==> config.mk <==
export PLATFORM = sky130hd
export DESIGN_NAME = lru_page_replacement_top
export DESIGN_NICKNAME = d
export VERILOG_FILES = /design/src/rtl/core/lru_pr_pkg.sv /design/src/rtl/core/lru_pr_cfg.sv /design/src/rtl/core/lru_pr_core.sv /design/src/rtl/core/lru_page_replacement_top.sv
export SDC_FILE = /design/constraint.sdc
export NUM_CORES = 1
export LEC_CHECK = 0
export BUFFER_PORTS_ARGS = -buffer_cell sky130_fd_sc_hd__buf_4
export CORE_UTILIZATION = 62
export CTS_BUF_LIST = sky130_fd_sc_hd__clkbuf_8
export DETAILED_ROUTE_END_ITERATION = 8
export PLACE_DENSITY = 0.79
export REMOVE_ABC_BUFFERS = 1
export SLEW_MARGIN = 40
export SYNTH_ARGS = -nofsm -noshare
export SYNTH_HDL_FRONTEND = slang
export SYNTH_SLANG_ARGS = --single-unit
==> constraint.sdc <==
create_clock -name i_clk -period 13.7 [get_ports i_clk]
set_input_delay 1.37 -clock i_clk [delete_from_list [all_inputs] [get_ports i_clk]]
set_output_delay 1.37 -clock i_clk [all_outputs]
set_load 0.1 [all_outputs]
==> src/rtl/core/lru_pr_pkg.sv <==
// Shared constants, register codes and result type for the LRU page replacement block.
package lru_pr_pkg;

    // Build-time sizes
    localparam int MAX_FRAMES = 8;
    localparam int PAGE_BITS  = 16;
    localparam int SLOT_W     = (MAX_FRAMES > 1) ? $clog2(MAX_FRAMES) : 1;
    localparam int CNT_W      = $clog2(MAX_FRAMES + 1);
    localparam int RANK_W     = SLOT_W;

    // Fixed field widths
    localparam int CFG_W        = 4;
    localparam int FRAME_SLOT_W = 3;
    localparam int FAULT_W      = 32;

    // Configuration port
    localparam int ADDR_W = 3;
    localparam int DATA_W = 32;
    localparam logic [0:0] REG_ACTIVE_FRAMES = 1'b0;
    localparam logic [CFG_W-1:0] ACTIVE_FRAMES_RST = CFG_W'(3);

    // One result item
    typedef struct packed {
        logic                    hit;
        logic [FRAME_SLOT_W-1:0] frame_slot;
        logic                    evicted_valid;
        logic [PAGE_BITS-1:0]    evicted_page;
        logic [FAULT_W-1:0]      fault_count;
    } t_result;

endpackage

==> src/rtl/core/lru_pr_cfg.sv <==
// Configuration register file (APB-style) holding the active frame count.
module lru_pr_cfg
    import lru_pr_pkg::*;
(
    input  logic              i_clk,
    input  logic              i_rst_n,
    input  logic              psel,
    input  logic              penable,
    input  logic              pwrite,
    input  logic [ADDR_W-1:0] paddr,
    input  logic [DATA_W-1:0] pwdata,
    output logic [DATA_W-1:0] prdata,
    output logic              pready,
    output logic [CFG_W-1:0]  o_active_frames
);

    logic [CFG_W-1:0] r_active_frames;
    logic             wr_en;
    logic [0:0]       reg_idx;

    assign reg_idx = paddr[2:2];
    assign pready  = 1'b1;
    assign wr_en   = psel && penable && pwrite && (reg_idx == REG_ACTIVE_FRAMES);

    // Register write
    always_ff @(posedge i_clk) begin
        if (!i_rst_n) begin
            r_active_frames <= ACTIVE_FRAMES_RST;
        end else if (wr_en) begin
            r_active_frames <= pwdata[CFG_W-1:0];
        end
    end

    // Read back; unmapped address reads zero
    always_comb begin
        prdata = '0;
        if (reg_idx == REG_ACTIVE_FRAMES) begin
            prdata = DATA_W'(r_active_frames);
        end
    end

    assign o_active_frames = r_active_frames;

endmodule

==> src/rtl/core/lru_pr_core.sv <==
// Frame table, recency ranks and fault counter with the single-pass lookup/update logic.
module lru_pr_core
    import lru_pr_pkg::*;
(
    input  logic                 i_clk,
    input  logic                 i_rst_n,
    input  logic [CFG_W-1:0]     i_active_frames,
    input  logic                 i_adv,
    input  logic [PAGE_BITS-1:0] i_page,
    output t_result              o_result
);

    logic [PAGE_BITS-1:0] r_pages [MAX_FRAMES];
    logic [RANK_W-1:0]    r_rank  [MAX_FRAMES];
    logic [RANK_W-1:0]    n_rank  [MAX_FRAMES];
    logic [CNT_W-1:0]     r_filled, n_filled;
    logic [FAULT_W-1:0]   r_fault, n_fault;

    logic [CNT_W-1:0]  n_use, limit, old_rank;
    logic              hit, fill;
    logic [SLOT_W-1:0] hit_slot, victim, slot;
    logic [RANK_W-1:0] best_rank;

    // Clamp the configured frame count to 1..MAX_FRAMES
    always_comb begin
        if (i_active_frames == '0) begin
            n_use = CNT_W'(1);
        end else if (CNT_W'(i_active_frames) > CNT_W'(MAX_FRAMES)
                     || i_active_frames > CFG_W'(MAX_FRAMES)) begin
            n_use = CNT_W'(MAX_FRAMES);
        end else begin
            n_use = CNT_W'(i_active_frames);
        end
        limit = (r_filled < n_use) ? r_filled : n_use;
    end

    // Parallel tag compare, lowest matching slot wins
    always_comb begin
        hit      = 1'b0;
        hit_slot = '0;
        for (int i = MAX_FRAMES - 1; i >= 0; i--) begin
            if (CNT_W'(i) < limit && r_pages[i] == i_page) begin
                hit      = 1'b1;
                hit_slot = SLOT_W'(i);
            end
        end
    end

    // Oldest slot among those in use
    always_comb begin
        victim    = '0;
        best_rank = r_rank[0];
        for (int i = 1; i < MAX_FRAMES; i++) begin
            if (CNT_W'(i) < n_use && r_rank[i] > best_rank) begin
                victim    = SLOT_W'(i);
                best_rank = r_rank[i];
            end
        end
    end

    // Slot choice and recency update
    always_comb begin
        fill     = !hit && (r_filled < n_use);
        n_filled = fill ? r_filled + CNT_W'(1) : r_filled;
        if (hit) begin
            slot     = hit_slot;
            old_rank = CNT_W'(r_rank[hit_slot]);
        end else if (fill) begin
            slot     = SLOT_W'(r_filled);
            old_rank = n_filled;
        end else begin
            slot     = victim;
            old_rank = CNT_W'(best_rank);
        end
        for (int i = 0; i < MAX_FRAMES; i++) begin
            n_rank[i] = r_rank[i];
            if (SLOT_W'(i) == slot) begin
                n_rank[i] = '0;
            end else if (CNT_W'(i) < n_filled && CNT_W'(r_rank[i]) < old_rank) begin
                n_rank[i] = r_rank[i] + RANK_W'(1);
            end
        end
        n_fault = r_fault;
        if (!hit && r_fault != '1) begin
            n_fault = r_fault + FAULT_W'(1);
        end
    end

    // Result for the item now in the input register
    always_comb begin
        o_result.hit           = hit;
        o_result.frame_slot    = FRAME_SLOT_W'(slot);
        o_result.evicted_valid = !hit && !fill;
        o_result.evicted_page  = (!hit && !fill) ? r_pages[victim] : '0;
        o_result.fault_count   = n_fault;
    end

    // Control state
    always_ff @(posedge i_clk) begin
        if (!i_rst_n) begin
            r_filled <= '0;
            r_fault  <= '0;
            for (int i = 0; i < MAX_FRAMES; i++) begin
                r_rank[i] <= '0;
            end
        end else if (i_adv) begin
            r_filled <= n_filled;
            r_fault  <= n_fault;
            for (int i = 0; i < MAX_FRAMES; i++) begin
                r_rank[i] <= n_rank[i];
            end
        end
    end

    // Frame table: written on a miss when the item advances, no reset
    always_ff @(posedge i_clk) begin
        if (i_adv && !hit) begin
            r_pages[slot] <= i_page;
        end
    end

    a_filled_bound: assert property (@(posedge i_clk) disable iff (!i_rst_n)
        r_filled <= CNT_W'(MAX_FRAMES))
        else $error("filled frame count above maximum");

    a_hit_no_evict: assert property (@(posedge i_clk) disable iff (!i_rst_n)
        hit |-> !o_result.evicted_valid)
        else $error("eviction reported on a hit");

    a_fault_step: assert property (@(posedge i_clk) disable iff (!i_rst_n)
        (i_adv && !hit) |=> (r_fault == $past(r_fault) + FAULT_W'(1)
                             || r_fault == '1))
        else $error("fault count did not advance on a miss");

    a_fill_step: assert property (@(posedge i_clk) disable iff (!i_rst_n)
        (i_adv && fill) |=> (r_filled == $past(r_filled) + CNT_W'(1)))
        else $error("filled count did not advance on a fill");

endmodule

==> src/rtl/core/lru_page_replacement_top.sv <==
// Each item passes through the input register and then the result register before its result is taken.
// Throughput: one item per cycle while results are taken; the lookup and rank update of the frame table
// finish in the cycle an item moves from the input register to the result register.
// A result item that is not taken holds the input register, so o_in_ready drops once it is full.
// Reset (synchronous, active low): no frames filled, ranks and fault count zero,
// active_frames back to 3; frame contents are left as they were.
module lru_page_replacement_top
    import lru_pr_pkg::*;
(
    input  logic                    i_clk,
    input  logic                    i_rst_n,
    input  logic                    psel,
    input  logic                    penable,
    input  logic                    pwrite,
    input  logic [ADDR_W-1:0]       paddr,
    input  logic [DATA_W-1:0]       pwdata,
    output logic [DATA_W-1:0]       prdata,
    output logic                    pready,
    input  logic                    i_in_valid,
    output logic                    o_in_ready,
    input  logic [PAGE_BITS-1:0]    i_page_number,
    output logic                    o_out_valid,
    input  logic                    i_out_ready,
    output logic                    o_hit,
    output logic [FRAME_SLOT_W-1:0] o_frame_slot,
    output logic                    o_evicted_valid,
    output logic [PAGE_BITS-1:0]    o_evicted_page,
    output logic [FAULT_W-1:0]      o_fault_count
);

    logic [CFG_W-1:0]     active_frames;
    logic                 r_in_vld;
    logic [PAGE_BITS-1:0] r_in_page;
    logic                 r_out_vld;
    t_result              r_out;
    t_result              result;
    logic                 adv;

    lru_pr_cfg u_cfg (
        .i_clk          (i_clk),
        .i_rst_n        (i_rst_n),
        .psel           (psel),
        .penable        (penable),
        .pwrite         (pwrite),
        .paddr          (paddr),
        .pwdata         (pwdata),
        .prdata         (prdata),
        .pready         (pready),
        .o_active_frames(active_frames)
    );

    lru_pr_core u_core (
        .i_clk          (i_clk),
        .i_rst_n        (i_rst_n),
        .i_active_frames(active_frames),
        .i_adv          (adv),
        .i_page         (r_in_page),
        .o_result       (result)
    );

    // Item moves on when the result register is free or being emptied
    assign adv        = r_in_vld && (!r_out_vld || i_out_ready);
    assign o_in_ready = !r_in_vld || adv;

    // Input and result valid flags
    always_ff @(posedge i_clk) begin
        if (!i_rst_n) begin
            r_in_vld  <= 1'b0;
            r_out_vld <= 1'b0;
        end else begin
            if (o_in_ready) begin
                r_in_vld <= i_in_valid;
            end
            if (adv) begin
                r_out_vld <= 1'b1;
            end else if (i_out_ready) begin
                r_out_vld <= 1'b0;
            end
        end
    end

    // Payload registers
    always_ff @(posedge i_clk) begin
        if (o_in_ready && i_in_valid) begin
            r_in_page <= i_page_number;
        end
        if (adv) begin
            r_out <= result;
        end
    end

    assign o_out_valid     = r_out_vld;
    assign o_hit           = r_out.hit;
    assign o_frame_slot    = r_out.frame_slot;
    assign o_evicted_valid = r_out.evicted_valid;
    assign o_evicted_page  = r_out.evicted_page;
    assign o_fault_count   = r_out.fault_count;

endmodule

==> impl_metrics.csv <==
group,metric,value,unit
clocking,clock_path_buffers,3,
sta,skew,0.0164,ns
clocking,cts_inserted_buffers,44,
pwr,combPwrFrac,22.2,%
sta,tns,0,ns
yosys,synthesis.area,0.0153,mm^2
pwr,p_leak,6.55,nW
global_routing,grt_max_degree,64,
finish,layout_common_cells,"221 x edfxtp_1, 117 x nor2_1, 102 x xor2_1",
finish,drive_gt1_share,14.2,%
yosys,syn_inst,1381,
setup_path,required,13.93,ns
yosys,yosys_warnings,0,
drt,drtAntennaViolNets,0,
sta,period_minus_slack,12.83,ns
drt,via_count,11400,
placed_design,placed_cell_area,0.0160,mm^2
clocking,cts-root-buf,"clkbuf_8",
floorplanning,dieArea,0.0253,mm^2
setup_path,cp_top_family,"compound AO/OA/AOI/OAI gates",
clocking,insertion_delay,0.57,ns
yosys,synth_edf_count,221,
job,cap_viol_max_count,0,
yosys,synth_top_area_share,43.4,%
pwr,p_seq_share,45.3,%
setup_path,path_depth,49,
global_routing,grt_pass1_wl,60200,um
sta,max_freq,0.0779,GHz
setup_path,cpMostUsedCell,"ha_1",
floorplanning,core-area,0.0242,mm^2
drt,via_per_inst,6.26,
global_routing,first_global_vias,11100,
finish,synthToLayoutAreaGrowth,10.3,%
sta,timing.final.crit_share,93.7,%
sta,finalMaxSlewViolations,0,
yosys,ys_ff_latch,263,
floorplanning,die_w,159,um
setup_path,cp-start-kind,"flop",
placed_design,hpwl,26900,um
clocking,clk_pin_slew,0.06,ns
setup_path,cp_max_fo,34,
setup_path,reg2reg_depth,49,
finish,final_util,69.6,%
hold_path,hp-class,"reg -> reg",
pwr,netSwitchingFraction,32.1,%
setup_path,critPathCapture,"u_core.r_rank[0][1]",
pwr,power.total,2.06,mW
setup_path,startpoint,"u_core.r_rank[0][2]",
yosys,async_flop_share,0,%
pwr,p_switching,0.662,mW
placed_design,portBuffers,86,
yosys,synth-main-ff-cell,"edfxtp_1",
setup_path,critical_path_buf_inv_count,3,
finish,fin_area,0.0169,mm^2
placed_design,dp_cells,1731,
placed_design,routabilityCongestion,0.949,
setup_path,r2r_slack,0.87,ns
sta,report.final.hold_viol_count,0,
sta,hold_slack,0.512,ns
pwr,ir_drop,0.139,mV
clocking,cts_max_level,2,
setup_path,regToRegEndpoint,"u_core.r_rank[0][1]",
finish,final_common_cell,"edfxtp_1",
floorplanning,pin_count,146,
clocking,cts.sinks,263,
setup_path,critical_path_class,"reg -> reg",
floorplanning,start_util,63.1,%
global_routing,overflow,0,
sta,worst_slack,0.868,ns
setup_path,worstSetupEndpointType,"flop",
sta,rsz0062_at_grt,"no",
sta,final-setup-viol-count,0,
clocking,post_cts_buffers,0,
finish,fin_nets,1554,
sta,max_slew_margin,41.1,%
drt,drt_iter0_drc,1064,
placed_design,dp_slack,1.12,ns
yosys,synth.area.top_cells,"edfxtp_1 43%, xor2_1 5.8%, dfxtp_1 5.5%",
finish,final_cells,1812,
floorplanning,die_y,159,um
clocking,cts_resized,0,
finish,diodes,0,
clocking,cts_tree,"done",
pwr,p_int,1.40,mW
yosys,syn_avg_cell_area,11.1,um^2
sta,worstMarginPinSlew,0.882,ns
drt,wl,38200,um
drt,wl_per_cell,21.1,um
drt,drc,0,
floorplanning,rows,57,
run_status,status,"finished clean",
pwr,clkPwrFrac,32.5,%
yosys,yosys.area.top_type,"edfxtp_1",
global_routing,grt.total_usage,30.3,%
global_routing,antenna_found_initial,0,
setup_path,r2r_start,"u_core.r_rank[0][2]",
setup_path,critical_path_arrival,13.06,ns
pwr,power_density,122,mW/mm^2
setup_path,critPathMaxStageDelay,0.75,ns
drt,firstDrtPassIters,6,
setup_path,slowest_stage,"o311a_4",
yosys,synth_cell_types,95,
clocking,cts_hold_buf,0,
yosys,ys_seq_area_share,48.9,%
cell usage after synthesis, types with 17 or more instances:
library cell / number
inv_1: 23
nor3_1: 42
and3_1: 23
nor4_1: 24
nand4_1: 35
xnor2_1: 95
a21oi_1: 42
o21ai_0: 30
clkbuf_1: 38
ha_1: 43
edfxtp_1: 221
nor2_1: 117
dfxtp_1: 42
nand3_1: 35
mux2i_1: 76
buf_2: 23
o221ai_1: 17
xor2_1: 102
buf_4: 37
nand2_1: 62
state kept, by name, indices dropped and copies added, names as in the netlist:
name                   flops
o_frame_slot               3
o_evicted_page            16
o_evicted_valid            1
r_in_page                 16
u_cfg.o_active_frames      4
o_fault_count             32
u_core.r_rank             24
o_out_valid                1
u_core.r_filled            4
u_core.r_pages           128
r_in_vld                   1
o_hit                      1
u_core.r_fault            32
power by group through the flow:
stage / Clock, mW / Combinational, mW / Sequential [mW]
2_1_floorplan: 0 / 0.313 / 0.994
3_3_place_gp: 0 / 0.441 / 0.948
3_5_place_dp: 0 / 0.450 / 0.950
4_1_cts: 0.682 / 0.452 / 0.933
5_1_grt: 0.719 / 0.488 / 0.937
6_report: 0.672 / 0.458 / 0.934
tightest hold or removal path: stages (launching register included):
cell,delay [ns]
dfxtp_1,0.33
o21ai_0,0.08
a21oi_1,0.06
cell type report:
class / instances / area [um^2]
clock buffers: 45 / 619
clock inverters: 36 / 225
repair buffers: 101 / 762
inverters: 27 / 101
fillers: 1789 / 7370
flip-flops and latches: 263 / 7480
well taps: 324 / 405
multi-input cells: 1016 / 7290
metal layers:
layer  up-vias  GRT usage [%]  wire length (um)  share of wire, %
met1      5525           39.3             15600                41
met3        94           4.51              2550               6.7
met5         -              0                 0                 0
met2       491           51.3             18700                49
met4         0           11.9              1350               3.5
li1       5240              -                 -                 -
cell families (layout without fill, tap and decap cells):
family	Yosys count	after routing	synth area share, %
other	2	29	0.0491
AND/OR/NAND/NOR	428	428	14.7
buffers and inverters	129	209	4.33
XOR/XNOR	197	197	11.3
multiplexers	83	83	5.49
flip-flops	263	263	48.9
adder cells (fa/ha/maj)	46	46	3.73
AO/OA/AOI/OAI	233	233	11.5
worst min path at each step:
stage / startpoint / end / slack (ns) / cells after the start
final: u_core.r_fault[23] / u_core.r_fault[23] / 0.51 / 2
after global routing: u_core.r_fault[23] / u_core.r_fault[23] / 0.54 / 2
after CTS: u_core.r_fault[23] / u_core.r_fault[23] / 0.51 / 2
after detailed placement: u_core.r_fault[23] / u_core.r_fault[23] / 0.50 / 2
after global placement: u_core.r_fault[23] / u_core.r_fault[23] / 0.48 / 2
after floorplan: u_core.r_fault[23] / u_core.r_fault[23] / 0.47 / 2
(Power assumes the default switching activity.)
